## config.mk

```make
export PLATFORM = sky130hd
export DESIGN_NAME = ibus_frame_decoder_unit
export DESIGN_NICKNAME = d
export VERILOG_FILES = /design/src/hw/rtl/ibfd_pkg.sv /design/src/hw/rtl/ibus_frame_decoder_unit.sv /design/src/hw/rtl/ibfd_byte_cell.sv /design/src/hw/rtl/ibfd_chan_decode.sv /design/src/hw/rtl/ibfd_top_dummy_placeholder.sv
export SDC_FILE = /design/constraint.sdc
export NUM_CORES = 1
export LEC_CHECK = 0
export BUFFER_PORTS_ARGS = -buffer_cell sky130_fd_sc_hd__buf_4
export CORE_MARGIN = 1
export CORE_UTILIZATION = 52
export CTS_BUF_LIST = sky130_fd_sc_hd__clkbuf_8
export CTS_CLUSTER_DIAMETER = 50
export DETAILED_ROUTE_END_ITERATION = 7
export HOLD_SLACK_MARGIN = 0.03
export PLACE_DENSITY = 0.71
export SLEW_MARGIN = 20
export SYNTH_ARGS = -nofsm -noshare
export SYNTH_HDL_FRONTEND = slang
export SYNTH_HIERARCHICAL = 1
export SYNTH_SLANG_ARGS = --single-unit
export TNS_END_PERCENT = 20
```

## constraint.sdc

```tcl
create_clock -name clk -period 15.7 [get_ports clk]
set_input_delay 2.355 -clock clk [delete_from_list [all_inputs] [get_ports clk]]
set_output_delay 2.355 -clock clk [all_outputs]
set_load 0.005 [all_outputs]
```

## src/hw/rtl/ibfd_pkg.sv

```systemverilog
// shared types, constants and helper functions for the ibus frame decoder
package ibfd_pkg;

	localparam int FRAME_LEN = 32;
	localparam int SUM_BYTES = 30;
	localparam int NUM_STICKS = 4;
	localparam int NUM_SWITCHES = 4;
	localparam int NUM_KNOBS = 2;

	localparam logic [7:0] HDR0 = 8'h20;
	localparam logic [7:0] HDR1 = 8'h40;

	localparam logic [11:0] W_LOW = 12'd1000;
	localparam logic [11:0] W_MID = 12'd1500;
	localparam logic [11:0] W_HIGH = 12'd2000;

	localparam int CFG_IDX_W = 3;
	localparam int CFG_DATA_W = 12;

	typedef enum logic [CFG_IDX_W-1:0] {
		CFG_ERROR_LIMIT     = 3'd0,
		CFG_DEADBAND_FINE   = 3'd1,
		CFG_DEADBAND_COARSE = 3'd2,
		CFG_SWITCH_UP       = 3'd3,
		CFG_SWITCH_DOWN     = 3'd4,
		CFG_SWITCH_MID      = 3'd5
	} cfg_idx_t;

	typedef struct packed {
		logic [11:0] error_limit;
		logic [7:0]  db_fine;
		logic [7:0]  db_coarse;
		logic [11:0] sw_up;
		logic [11:0] sw_down;
		logic [11:0] sw_mid;
	} cfg_t;

	localparam cfg_t CFG_RESET = '{
		error_limit: 12'd1800,
		db_fine:     8'd10,
		db_coarse:   8'd50,
		sw_up:       12'd1,
		sw_down:     12'd2,
		sw_mid:      12'd3
	};

	// sticks are 14-bit two's complement, stick 2 only needs 13 of them
	typedef struct packed {
		logic [NUM_STICKS-1:0][13:0]   stick;
		logic [NUM_SWITCHES-1:0][11:0] sw;
		logic [NUM_KNOBS-1:0][11:0]    knob;
	} rec_t;

	typedef logic [FRAME_LEN-1:0][7:0] frame_t;

	// channel k: low byte then low nibble of the following byte
	function automatic logic [11:0] chan_raw(frame_t f, int unsigned k);
		return {f[2*k+3][3:0], f[2*k+2]};
	endfunction

	function automatic logic [13:0] stick_mag(logic [13:0] v);
		return v[13] ? 14'(-$signed(v)) : v;
	endfunction

	// 2*(raw - 1500)
	function automatic logic [13:0] scale_centered(logic [11:0] raw);
		logic signed [13:0] d;
		d = $signed({2'b00, raw}) - 14'sd1500;
		return 14'(d <<< 1);
	endfunction

	// raw - 1000
	function automatic logic [13:0] scale_offset(logic [11:0] raw);
		logic signed [13:0] d;
		d = $signed({2'b00, raw}) - 14'sd1000;
		return 14'(d);
	endfunction

	function automatic logic [13:0] apply_db(logic [13:0] v, logic [7:0] db);
		return (stick_mag(v) < {6'd0, db}) ? 14'd0 : v;
	endfunction

	function automatic logic [11:0] map_switch(logic [11:0] w, logic three_way, cfg_t c);
		logic [11:0] r;
		r = w;
		if (w == W_LOW) begin
			r = c.sw_up;
		end else if (w == W_HIGH) begin
			r = c.sw_down;
		end else if (three_way && (w == W_MID)) begin
			r = c.sw_mid;
		end
		return r;
	endfunction

endpackage

```

## src/hw/rtl/ibus_frame_decoder_unit.sv

```systemverilog
// top level of the ibus frame decoder: byte chain, decode stage, check and output register
//
// input channel (in_valid/in_ready): one beat per received byte (action 0) or per
// line-idle event (action 1). bytes shift into a chain of 32 byte cells while the
// frame is shorter than 32 bytes; the byte count saturates at BUF_LEN.
// an idle beat checks length, header and inverted byte sum, snapshots the unpacked
// and scaled channels into the decode stage, and restarts the byte count.
// output channel (out_valid/out_ready): one result beat per idle beat, none per
// byte. the idle beat is registered in the decode stage, then range-checked into
// the output register. throughput is one beat per cycle on the input
// while in_ready is high; bytes and idle events may follow
// each other back to back. the held record updates when a result enters the
// output register, so consecutive idle events see each other's record.
// when the receiver stalls, the decode stage and output register fill and then
// in_ready drops; nothing is lost.
// config port (cfg_we/cfg_index/cfg_data) writes one register per cycle; use it
// only while no result is outstanding. writes beyond the register list are ignored.
// reset clears the byte count, sum, held record, valid flags and restores the
// register defaults; the byte chain contents stay unknown until written.
module ibus_frame_decoder_unit
	import ibfd_pkg::*;
#(
	parameter int BUF_LEN = 36
) (
	input  logic                  clk,
	input  logic                  arst_n,

	input  logic                  cfg_we,
	input  logic [CFG_IDX_W-1:0]  cfg_index,
	input  logic [CFG_DATA_W-1:0] cfg_data,

	input  logic                  in_valid,
	output logic                  in_ready,
	input  logic                  action,
	input  logic [7:0]            rx_byte,

	output logic                  out_valid,
	input  logic                  out_ready,
	output logic [13:0]           stick_0,
	output logic [13:0]           stick_1,
	output logic [12:0]           stick_2,
	output logic [13:0]           stick_3,
	output logic [11:0]           switch_0,
	output logic [11:0]           switch_1,
	output logic [11:0]           switch_2,
	output logic [11:0]           switch_3,
	output logic [11:0]           knob_0,
	output logic [11:0]           knob_1,
	output logic                  frame_accepted,
	output logic                  data_error
);

	localparam int CNT_W = $clog2(BUF_LEN + 1);

	// configuration registers
	cfg_t cfg_q;

	// byte collection state
	logic [CNT_W-1:0] count_q;
	logic [15:0]      sum_q;
	frame_t           frame;

	// pipeline control
	logic valid_s1;
	logic out_valid_q;
	logic in_fire;
	logic idle_fire;
	logic byte_fire;
	logic s1_adv;
	logic s1_move;
	logic shift_en;
	logic accepted;
	logic [15:0] sum_inv;

	// decode stage and check
	rec_t rec_s1;
	logic accepted_s1;
	rec_t held_q;
	rec_t cand;
	rec_t checked;
	logic bad;

	// output register
	rec_t out_rec_q;
	logic out_acc_q;
	logic out_err_q;

	// handshake: the decode stage frees when the output register can take it
	assign s1_adv    = !out_valid_q || out_ready;
	assign s1_move   = valid_s1 && s1_adv;
	assign in_ready  = !valid_s1 || s1_adv;
	assign in_fire   = in_valid && in_ready;
	assign idle_fire = in_fire && action;
	assign byte_fire = in_fire && !action;

	// only the first FRAME_LEN bytes enter the chain
	assign shift_en = byte_fire && (count_q < CNT_W'(FRAME_LEN));

	// frame check at the idle beat
	assign sum_inv  = ~sum_q;
	assign accepted = (count_q == CNT_W'(FRAME_LEN))
		&& (frame[0] == HDR0) && (frame[1] == HDR1)
		&& (frame[SUM_BYTES] == sum_inv[7:0])
		&& (frame[SUM_BYTES+1] == sum_inv[15:8]);

	// config writes
	always_ff @(posedge clk or negedge arst_n) begin
		if (!arst_n) begin
			cfg_q <= CFG_RESET;
		end else if (cfg_we) begin
			case (cfg_idx_t'(cfg_index))
				CFG_ERROR_LIMIT:     cfg_q.error_limit <= cfg_data;
				CFG_DEADBAND_FINE:   cfg_q.db_fine     <= cfg_data[7:0];
				CFG_DEADBAND_COARSE: cfg_q.db_coarse   <= cfg_data[7:0];
				CFG_SWITCH_UP:       cfg_q.sw_up       <= cfg_data;
				CFG_SWITCH_DOWN:     cfg_q.sw_down     <= cfg_data;
				CFG_SWITCH_MID:      cfg_q.sw_mid      <= cfg_data;
				default:             cfg_q             <= cfg_q;
			endcase
		end
	end

	// byte count saturates at BUF_LEN, sum covers bytes before the checksum
	always_ff @(posedge clk or negedge arst_n) begin
		if (!arst_n) begin
			count_q <= '0;
			sum_q   <= '0;
		end else if (idle_fire) begin
			count_q <= '0;
			sum_q   <= '0;
		end else if (byte_fire && (count_q < CNT_W'(BUF_LEN))) begin
			count_q <= count_q + CNT_W'(1);
			if (count_q < CNT_W'(SUM_BYTES)) begin
				sum_q <= sum_q + {8'd0, rx_byte};
			end
		end
	end

	// byte chain: new bytes enter at the top cell, first byte ends in cell 0
	for (genvar k = 0; k < FRAME_LEN; k++) begin : g_chain
		logic [7:0] din;
		if (k == FRAME_LEN - 1) begin : g_head
			assign din = rx_byte;
		end else begin : g_link
			assign din = frame[k+1];
		end
		ibfd_byte_cell u_cell (
			.clk   (clk),
			.shift (shift_en),
			.din   (din),
			.dout  (frame[k])
		);
	end

	// decode stage, loaded by the idle beat
	ibfd_chan_decode u_decode (
		.clk         (clk),
		.load        (idle_fire),
		.frame       (frame),
		.accepted    (accepted),
		.cfg         (cfg_q),
		.rec_s1      (rec_s1),
		.accepted_s1 (accepted_s1)
	);

	// a rejected frame re-checks the held record
	assign cand = accepted_s1 ? rec_s1 : held_q;

	ibfd_rec_check u_check (
		.cand        (cand),
		.error_limit (cfg_q.error_limit),
		.sw_down     (cfg_q.sw_down),
		.result      (checked),
		.bad         (bad)
	);

	always_ff @(posedge clk or negedge arst_n) begin
		if (!arst_n) begin
			valid_s1    <= 1'b0;
			out_valid_q <= 1'b0;
			held_q      <= '0;
		end else begin
			if (idle_fire) begin
				valid_s1 <= 1'b1;
			end else if (s1_adv) begin
				valid_s1 <= 1'b0;
			end
			if (s1_move) begin
				out_valid_q <= 1'b1;
				held_q      <= checked;
			end else if (out_ready) begin
				out_valid_q <= 1'b0;
			end
		end
	end

	// output payload register
	always_ff @(posedge clk) begin
		if (s1_move) begin
			out_rec_q <= checked;
			out_acc_q <= accepted_s1;
			out_err_q <= bad;
		end
	end

	assign out_valid      = out_valid_q;
	assign stick_0        = out_rec_q.stick[0];
	assign stick_1        = out_rec_q.stick[1];
	assign stick_2        = out_rec_q.stick[2][12:0];
	assign stick_3        = out_rec_q.stick[3];
	assign switch_0       = out_rec_q.sw[0];
	assign switch_1       = out_rec_q.sw[1];
	assign switch_2       = out_rec_q.sw[2];
	assign switch_3       = out_rec_q.sw[3];
	assign knob_0         = out_rec_q.knob[0];
	assign knob_1         = out_rec_q.knob[1];
	assign frame_accepted = out_acc_q;
	assign data_error     = out_err_q;

	// a flagged record carries zero sticks and down-coded switches
	a_err_zeroes: assert property (@(posedge clk) disable iff (!arst_n)
		(out_valid_q && out_err_q) |-> ((out_rec_q.stick == '0)
			&& (out_rec_q.sw[0] == cfg_q.sw_down) && (out_rec_q.sw[3] == cfg_q.sw_down)))
		else $error("flagged record not cleared");

	// byte count never passes the buffer length
	a_count_sat: assert property (@(posedge clk) disable iff (!arst_n)
		count_q <= CNT_W'(BUF_LEN))
		else $error("byte count beyond buffer length");

	// an idle beat always occupies the decode stage and restarts the count
	a_idle_load: assert property (@(posedge clk) disable iff (!arst_n)
		idle_fire |=> (valid_s1 && (count_q == '0) && (sum_q == '0)))
		else $error("idle beat not taken into decode stage");

	// input only stalls when both stages hold a result
	a_stall_full: assert property (@(posedge clk) disable iff (!arst_n)
		!in_ready |-> (valid_s1 && out_valid_q && !out_ready))
		else $error("input stalled with room in the pipeline");

endmodule

```

## src/hw/rtl/ibfd_byte_cell.sv

```systemverilog
// one byte cell of the frame shift chain
module ibfd_byte_cell (
	input  logic       clk,
	input  logic       shift,
	input  logic [7:0] din,
	output logic [7:0] dout
);

	logic [7:0] byte_q;

	always_ff @(posedge clk) begin
		if (shift) begin
			byte_q <= din;
		end
	end

	assign dout = byte_q;

endmodule

```

## src/hw/rtl/ibfd_chan_decode.sv

```systemverilog
// frame unpack, stick scaling, deadband and switch coding, registered
module ibfd_chan_decode
	import ibfd_pkg::*;
(
	input  logic   clk,
	input  logic   load,
	input  frame_t frame,
	input  logic   accepted,
	input  cfg_t   cfg,
	output rec_t   rec_s1,
	output logic   accepted_s1
);

	rec_t rec_d;

	always_comb begin
		rec_d.stick[0] = apply_db(scale_centered(chan_raw(frame, 0)), cfg.db_fine);
		rec_d.stick[1] = apply_db(scale_centered(chan_raw(frame, 1)), cfg.db_fine);
		rec_d.stick[2] = apply_db(scale_offset(chan_raw(frame, 2)), cfg.db_coarse);
		rec_d.stick[3] = apply_db(scale_centered(chan_raw(frame, 3)), cfg.db_coarse);
		rec_d.sw[0]    = map_switch(chan_raw(frame, 4), 1'b0, cfg);
		rec_d.sw[1]    = map_switch(chan_raw(frame, 5), 1'b1, cfg);
		rec_d.sw[2]    = map_switch(chan_raw(frame, 6), 1'b1, cfg);
		rec_d.sw[3]    = map_switch(chan_raw(frame, 7), 1'b0, cfg);
		rec_d.knob[0]  = chan_raw(frame, 8);
		rec_d.knob[1]  = chan_raw(frame, 9);
	end

	always_ff @(posedge clk) begin
		if (load) begin
			rec_s1      <= rec_d;
			accepted_s1 <= accepted;
		end
	end

endmodule

```

## src/hw/rtl/ibfd_top_dummy_placeholder.sv

```systemverilog
// record check stage: range and zero-switch test on the candidate record
module ibfd_rec_check
	import ibfd_pkg::*;
(
	input  rec_t        cand,
	input  logic [11:0] error_limit,
	input  logic [11:0] sw_down,
	output rec_t        result,
	output logic        bad
);

	logic [NUM_STICKS-1:0] over;

	always_comb begin
		for (int i = 0; i < NUM_STICKS; i++) begin
			over[i] = stick_mag(cand.stick[i]) > {2'b00, error_limit};
		end
		bad = (|over) || (cand.sw[0] == 12'd0) || (cand.sw[1] == 12'd0);
		result = cand;
		if (bad) begin
			for (int i = 0; i < NUM_STICKS; i++) begin
				result.stick[i] = 14'd0;
			end
			for (int i = 0; i < NUM_SWITCHES; i++) begin
				result.sw[i] = sw_down;
			end
		end
	end

endmodule

```

==> impl_metrics.toml, run 1 <==
[status]
status = "finished, final reports clean"

[timing]
fin_setup_tns_ns = 0
finalSetupViolCount = 0
rsz0062_at_grt = "no"
slew_violations = 0
hold_ws_ns = 0.407
finalHoldViolations = 0
final.setup_skew_ns = 0.0498
min_period_ns = 6.97
slew_headroom = 0.305
fin_crit_sh = 0.444
fmax_ghz = 0.143
tightest_slew_ns = 1.04

[pwr]
power_density_nw_per_um2 = 129
p_clk_frac = 0.341
power.internal_uw = 3510
p_leak_uw = 0.0144
p_sw_frac = 0.271
power.share.sequential = 0.510
switchingPower_uw = 1310
pwr-share-comb = 0.149
irDropWorstVdd_mv = 0.0647

[global_routing]
grt-ovfl-total = 0
antenna_found_initial = 2
grt_pass1_vias = 20066
grt_max_degree = 188
grt_pass1_wl_um = 115000
track_usage = 0.232

[cts]
cts_sinks = 726
cts_buffers = 116
postCtsSetupBuffers = 0
ctsHoldBuffers = 0
cts.path.max_buffers = 3
clkLatencyLatePin_ns = 0.75
root_buffer = "clkbuf_8"
cts_tree = "built"
h-tree-depth = 3
cts.repair.resized = 0
clk_pin_slew_ns = 0.07

[setup_path]
required_ns = 16.31
worstPathArrival_ns = 7.58
r2r_start = "u_decode/accepted_s1"
r2r-end = "held_q[47]"
crit_type = "reg -> reg"
cp-end-kind = "flop"
start_kind = "flop"
rr_worst_depth = 17
reg2reg_slack_ns = 8.73
cp_max_fo = 128

[detailed_routing]
viasPerCell = 5.77
top_layer_used = "met5"
wirelength_um = 74800
drt_iter0_drc = 1675
ant_nets = 0
route.met2.wl_um = 34600
drtPass1Iterations = 5
wire_per_inst_um = 21.6
m1WireLength_um = 33200
vias = 19943
met3_wirelength_um = 4900
drc = 0

[floorplanning]
coreArea_um2 = 63100
die_h_um = 255
rows = 92
pin_count = 160
dieArea_um2 = 64900
fp.dieW_um = 255
initial_core_util = 0.526

[placed_design]
place_area_um2 = 35000
gp_congestion = 0.894
port-buffer-count = 159
dp_hpwl_um = 49300

[flow_run]
cap_violations = 0

[synthesis]
ys_ff_latch = 726
ys_types = 87
async_reset_ff_frac = 0.298
netlist_instances = 2327
seq_area_frac_synth = 0.624
yosys_warnings = 6
syn_area_per_cell_um2 = 14.3
synth_edf_count = 510
synth_area_um2 = 33200
synthFlopType = "edfxtp_1"

[finish]
finalInstanceArea_um2 = 37400
layout_commonest_cell = "edfxtp_1"
drive_gt1_frac = 0.289
nFillCells = 4908
regArea_um2 = 20700
area_growth_pct = 12.7
multi_input_area_um2 = 11600
fin_nets = 2636
layout_common_cells = "edfxtp_1, mux2_2, dfrtp_1"
post-route-util = 0.593

[worst_hold_path]
min_path_cells = 0
hp-start = "g_chain[26].u_cell/dout[4]"
hold_end = "g_chain[25].u_cell/dout[4]"
hold_path.class = "reg -> reg"
==> kinds of logic after synthesis <==
group	synth area share
compound gates	0.0691
other cells	0.000113
buf+inv	0.0284
flops	0.624
fa+ha+maj	0.0387
xor+xnor	0.0295
mux	0.130
simple gates	0.0800
==> worst max-delay path, stage by stage (launching register included) <==
cell	delay, ns
edfxtp_1	0.40
buf_12	0.55
mux2_2	0.43
or3_1	0.43
or4b_2	0.67
o31ai_1	0.28
xnor2_1	0.13
ha_1	0.30
nand3_1	0.10
or2_2	0.32
o32a_1	0.17
nor4_1	0.48
nand4_1	0.25
nor4_4	0.31
buf_4	0.38
buf_4	0.68
mux2_2	0.44
mux2_2	0.28
==> power groups by stage <==
stage	sequential, uW	combinational (uW)	clock (uW)
global route	2480	791	1770
CTS	2460	717	1690
detailed placement	2500	712	0
floorplan	2430	532	0
finish	2460	720	1640
global placement	2490	679	0
==> worst max path at each step <==
| stage | cells past startpoint | from | endpoint | slack (ns) |
|---|---|---|---|---|
| finish | 17 | u_decode/accepted_s1 | held_q[47] | 8.73 |
| global placement | 17 | u_decode/accepted_s1 | held_q[63] | 9.00 |
| global route | 17 | u_decode/accepted_s1 | held_q[51] | 8.39 |
| floorplan | 2 | action | g_chain[0].u_cell/dout[0] | 6.68 |
| detailed placement | 17 | u_decode/accepted_s1 | held_q[47] | 8.84 |
| CTS | 17 | u_decode/accepted_s1 | held_q[47] | 8.79 |
==> per-stage QoR <==
stage	total power [uW]	instances	worst slack, ns
2_1_floorplan	2960	2329	6.68
3_3_place_gp	3160	3233	9.00
3_5_place_dp	3210	3233	8.84
4_1_cts	4860	3455	8.79
5_1_grt	5050	3456	8.39
6_report	4820	3456	8.73
==> routing by layer <==
layer / track usage / vias to the layer above
li1: - / 9163
met1: 0.327 / 9977
met2: 0.356 / 662
met3: 0.0450 / 139
met4: 0.0908 / 2
met5: 0 / -
==> cells in the mapped netlist (38+ instances only) <==
cell	instances	share of area
inv_1	69	0.0078
nand2_1	96	0.011
mux2_2	372	0.13
ha_1	101	0.038
buf_2	38	0.0057
xnor2_1	91	0.024
o21ai_0	72	0.011
a21oi_1	100	0.015
edfxtp_1	510	0.46
nor2_1	71	0.0080
dfrtp_1	203	0.15
and2_1	63	0.012
==> flip-flops by register name, summed over array words and instances (netlist names) <==
signal	flops
u_decode/rec_s1	124
stick_3	14
knob_0	12
switch_0	12
valid_s1	1
switch_3	12
data_error	1
knob_1	12
switch_2	12
stick_0	14
stick_1	14
cfg_q	64
frame_accepted	1
switch_1	12
g_chain.u_cell/dout	256
sum_q	16
u_decode/accepted_s1	1
stick_2	13
count_q	6
held_q	128
out_valid	1
==> cell type report <==
| type | count | share of cell area |
|---|---|---|
| Multi-Input combinational cell | 1419 | 0.310 |
| Timing Repair Buffer | 172 | 0.0354 |
| Clock buffer | 134 | 0.0493 |
| Clock inverter | 88 | 0.0154 |
| Tap cell | 846 | 0.0283 |
| Sequential cell | 726 | 0.554 |
| Antenna cell | 1 | 0.0000669 |
| Inverter | 70 | 0.00709 |
Note: power is estimated with default switching activity, not from simulation.
==> inputs of run 2 (changes only) <==
--- a/config.mk
+++ b/config.mk
@@ -12,7 +12,7 @@
 export CTS_CLUSTER_DIAMETER = 50
 export DETAILED_ROUTE_END_ITERATION = 7
 export HOLD_SLACK_MARGIN = 0.03
-export PLACE_DENSITY = 0.71
+export PLACE_DENSITY = 0.74
 export SLEW_MARGIN = 20
 export SYNTH_ARGS = -nofsm -noshare
 export SYNTH_HDL_FRONTEND = slang
==> constraint.sdc (replaced) <==
create_clock -name clk -period 6.3 [get_ports clk]
set_input_delay 0.945 -clock clk [delete_from_list [all_inputs] [get_ports clk]]
set_output_delay 0.945 -clock clk [all_outputs]
set_load 0.005 [all_outputs]
==> impl_metrics.toml, run 2 (synthesis gave the netlist of run 1 again) <==
[status]
status = "finished, final reports clean"

[detailed_routing]
vias = 20058
ant_nets = 0
top_layer_used = "met5"
m1WireLength_um = 33100
drt_iter0_drc = 1701
wirelength_um = 75700
viasPerCell = 5.79
route.met2.wl_um = 35700
drtPass1Iterations = 8
wire_per_inst_um = 21.9
met3_wirelength_um = 4730
drc = 0

[timing]
final.setup_skew_ns = 0.0426
slew_violations = 0
fin_crit_sh = 0.879
slew_headroom = 0.253
hold_ws_ns = 0.264
finalHoldViolations = 0
rsz0062_at_grt = "no"
fmax_ghz = 0.181
min_period_ns = 5.54
fin_setup_tns_ns = 0
tightest_slew_ns = 1.12
finalSetupViolCount = 0

[pwr]
irDropWorstVdd_mv = 0.172
p_clk_frac = 0.348
p_leak_uw = 0.0145
power.share.sequential = 0.504
power.internal_uw = 8930
power_uw = 12200
power_density_nw_per_um2 = 324
p_sw_frac = 0.266
switchingPower_uw = 3240
pwr-share-comb = 0.148

[finish]
layout_common_cells = "edfxtp_1, mux2_2, dfrtp_1"
post-route-util = 0.596
multi_input_area_um2 = 11600
area_growth_pct = 13.2
fin_nets = 2644
layout_commonest_cell = "edfxtp_1"
nFillCells = 4827
regArea_um2 = 20700
largest_reg_flops = 256
final_cells = 3463
drive_gt1_frac = 0.292

[cts]
cts_tree = "built"
clk_pin_slew_ns = 0.07
cts_sinks = 726
cts.path.max_buffers = 3
ctsHoldBuffers = 0
clkLatencyLatePin_ns = 0.73
cts_buffers = 116
h-tree-depth = 3
root_buffer = "clkbuf_8"

[setup_path]
cp_slowest_cell = "a2111oi_0"
cp_top_family = "simple AND/OR/NAND/NOR gates"
cpMostUsedCell = "mux2_2"
cp_max_fo = 53
worstPathArrival_ns = 6.15
slowest_delay_ns = 0.48
required_ns = 6.91
cp-end-kind = "flop"
crit_type = "reg -> reg"
start_kind = "flop"
crit_chain = "buf_4, mux2_2, nor3_1, nand3b_1, o41ai_1, xnor2_1, ha_1, nand4_1, or2_1, o32a_1, a2111oi_0, nand4_1, nor4_4, buf_12, mux2_2, mux2_2"
critical_path_buf_inv_count = 2

[global_routing]
grt_max_degree = 189
antenna_found_initial = 2
track_usage = 0.235
grt-ovfl-total = 0
grt_pass1_vias = 20069
grt_pass1_wl_um = 116000

[placed_design]
gp_congestion = 0.909
dp.cells = 3240
port-buffer-count = 159
dp_hpwl_um = 50700

[floorplanning]
fp.dieW_um = 255
initial_core_util = 0.526
coreArea_um2 = 63100
die_h_um = 255
dieArea_um2 = 64900
rows = 92
pin_count = 160

[worst_hold_path]
hold_path.class = "in -> async"

[flow_run]
cap_violations = 0
-- run 2: cell count changes in the layout (fill, tap and decap cells not counted), sizes merged --
cell	previous run	this run
clkbuf	134	139
inv	113	117
clkinv	36	25
clkinvlp	4	2
bufinv	5	8
buf	172	180
-- run 2: worst paths after layout --
kind | from | to | slack, ns | cells past startpoint
worst min-delay path | arst_n | cfg_q[58] | 0.26 | 1
worst max-delay path | u_decode/accepted_s1 | held_q[51] | 0.76 | 16
worst min register to register | g_chain[15].u_cell/dout[4] | g_chain[14].u_cell/dout[4] | 0.39 | 0
worst max register to register | u_decode/accepted_s1 | held_q[51] | 0.76 | 16
min in group clk | g_chain[15].u_cell/dout[4] | g_chain[14].u_cell/dout[4] | 0.39 | 0
max in group asynchronous | arst_n | held_q[74] | 4.62 | 2
-- run 2: power by group through the flow --
stage                     logic [uW]  clock network (uW)  registers, uW
after global placement          1700                   0           6200
after global routing            1970                4540           6190
after CTS                       1800                4330           6140
final                           1800                4240           6130
after floorplan                 1330                   0           6040
after detailed placement        1780                   0           6230
-- run 2: layout make-up --
cell class	count	share of cell area
repair buffers	180	0.0378
clock buffers	139	0.0509
inverters	70	0.00706
multi-input cells	1419	0.309
clock inverters	82	0.0156
flip-flops and latches	726	0.552
diodes	1	0.0000666
well taps	846	0.0282
-- run 2: metrics by stage --
stage                     setup WS [ns]  cell area (um2)
after detailed placement          0.384            35000
after CTS                         0.357            37500
final                             0.764            37600
after global placement            0.599            35000
after global routing              0.428            37600
after floorplan                    1.04            33200
-- run 2: what timing repair did --
action,in CTS,in global routing
resized for setup,0,1
setup buffers,0,1
setup endpoints to repair,0,61
-- run 2: worst reg2reg max path: cells and delay by family (launching register included) --
family | cells | cell delay [ns]
adders and majority gates | 1 | 0.32
DFF | 1 | 0.34
and+or+nand+nor | 6 | 1.70
buffers and inverters | 2 | 0.54
muxes | 3 | 1.20
xor gates and xnor gates | 1 | 0.12
AOI/OAI and AO/OA | 3 | 1.22
-- run 2: metal layers --
| layer | track usage | up-vias |
|---|---|---|
| met5 | 0 | - |
| li1 | - | 9157 |
| met3 | 0.0423 | 155 |
| met4 | 0.0871 | 2 |
| met1 | 0.325 | 10043 |
| met2 | 0.371 | 701 |
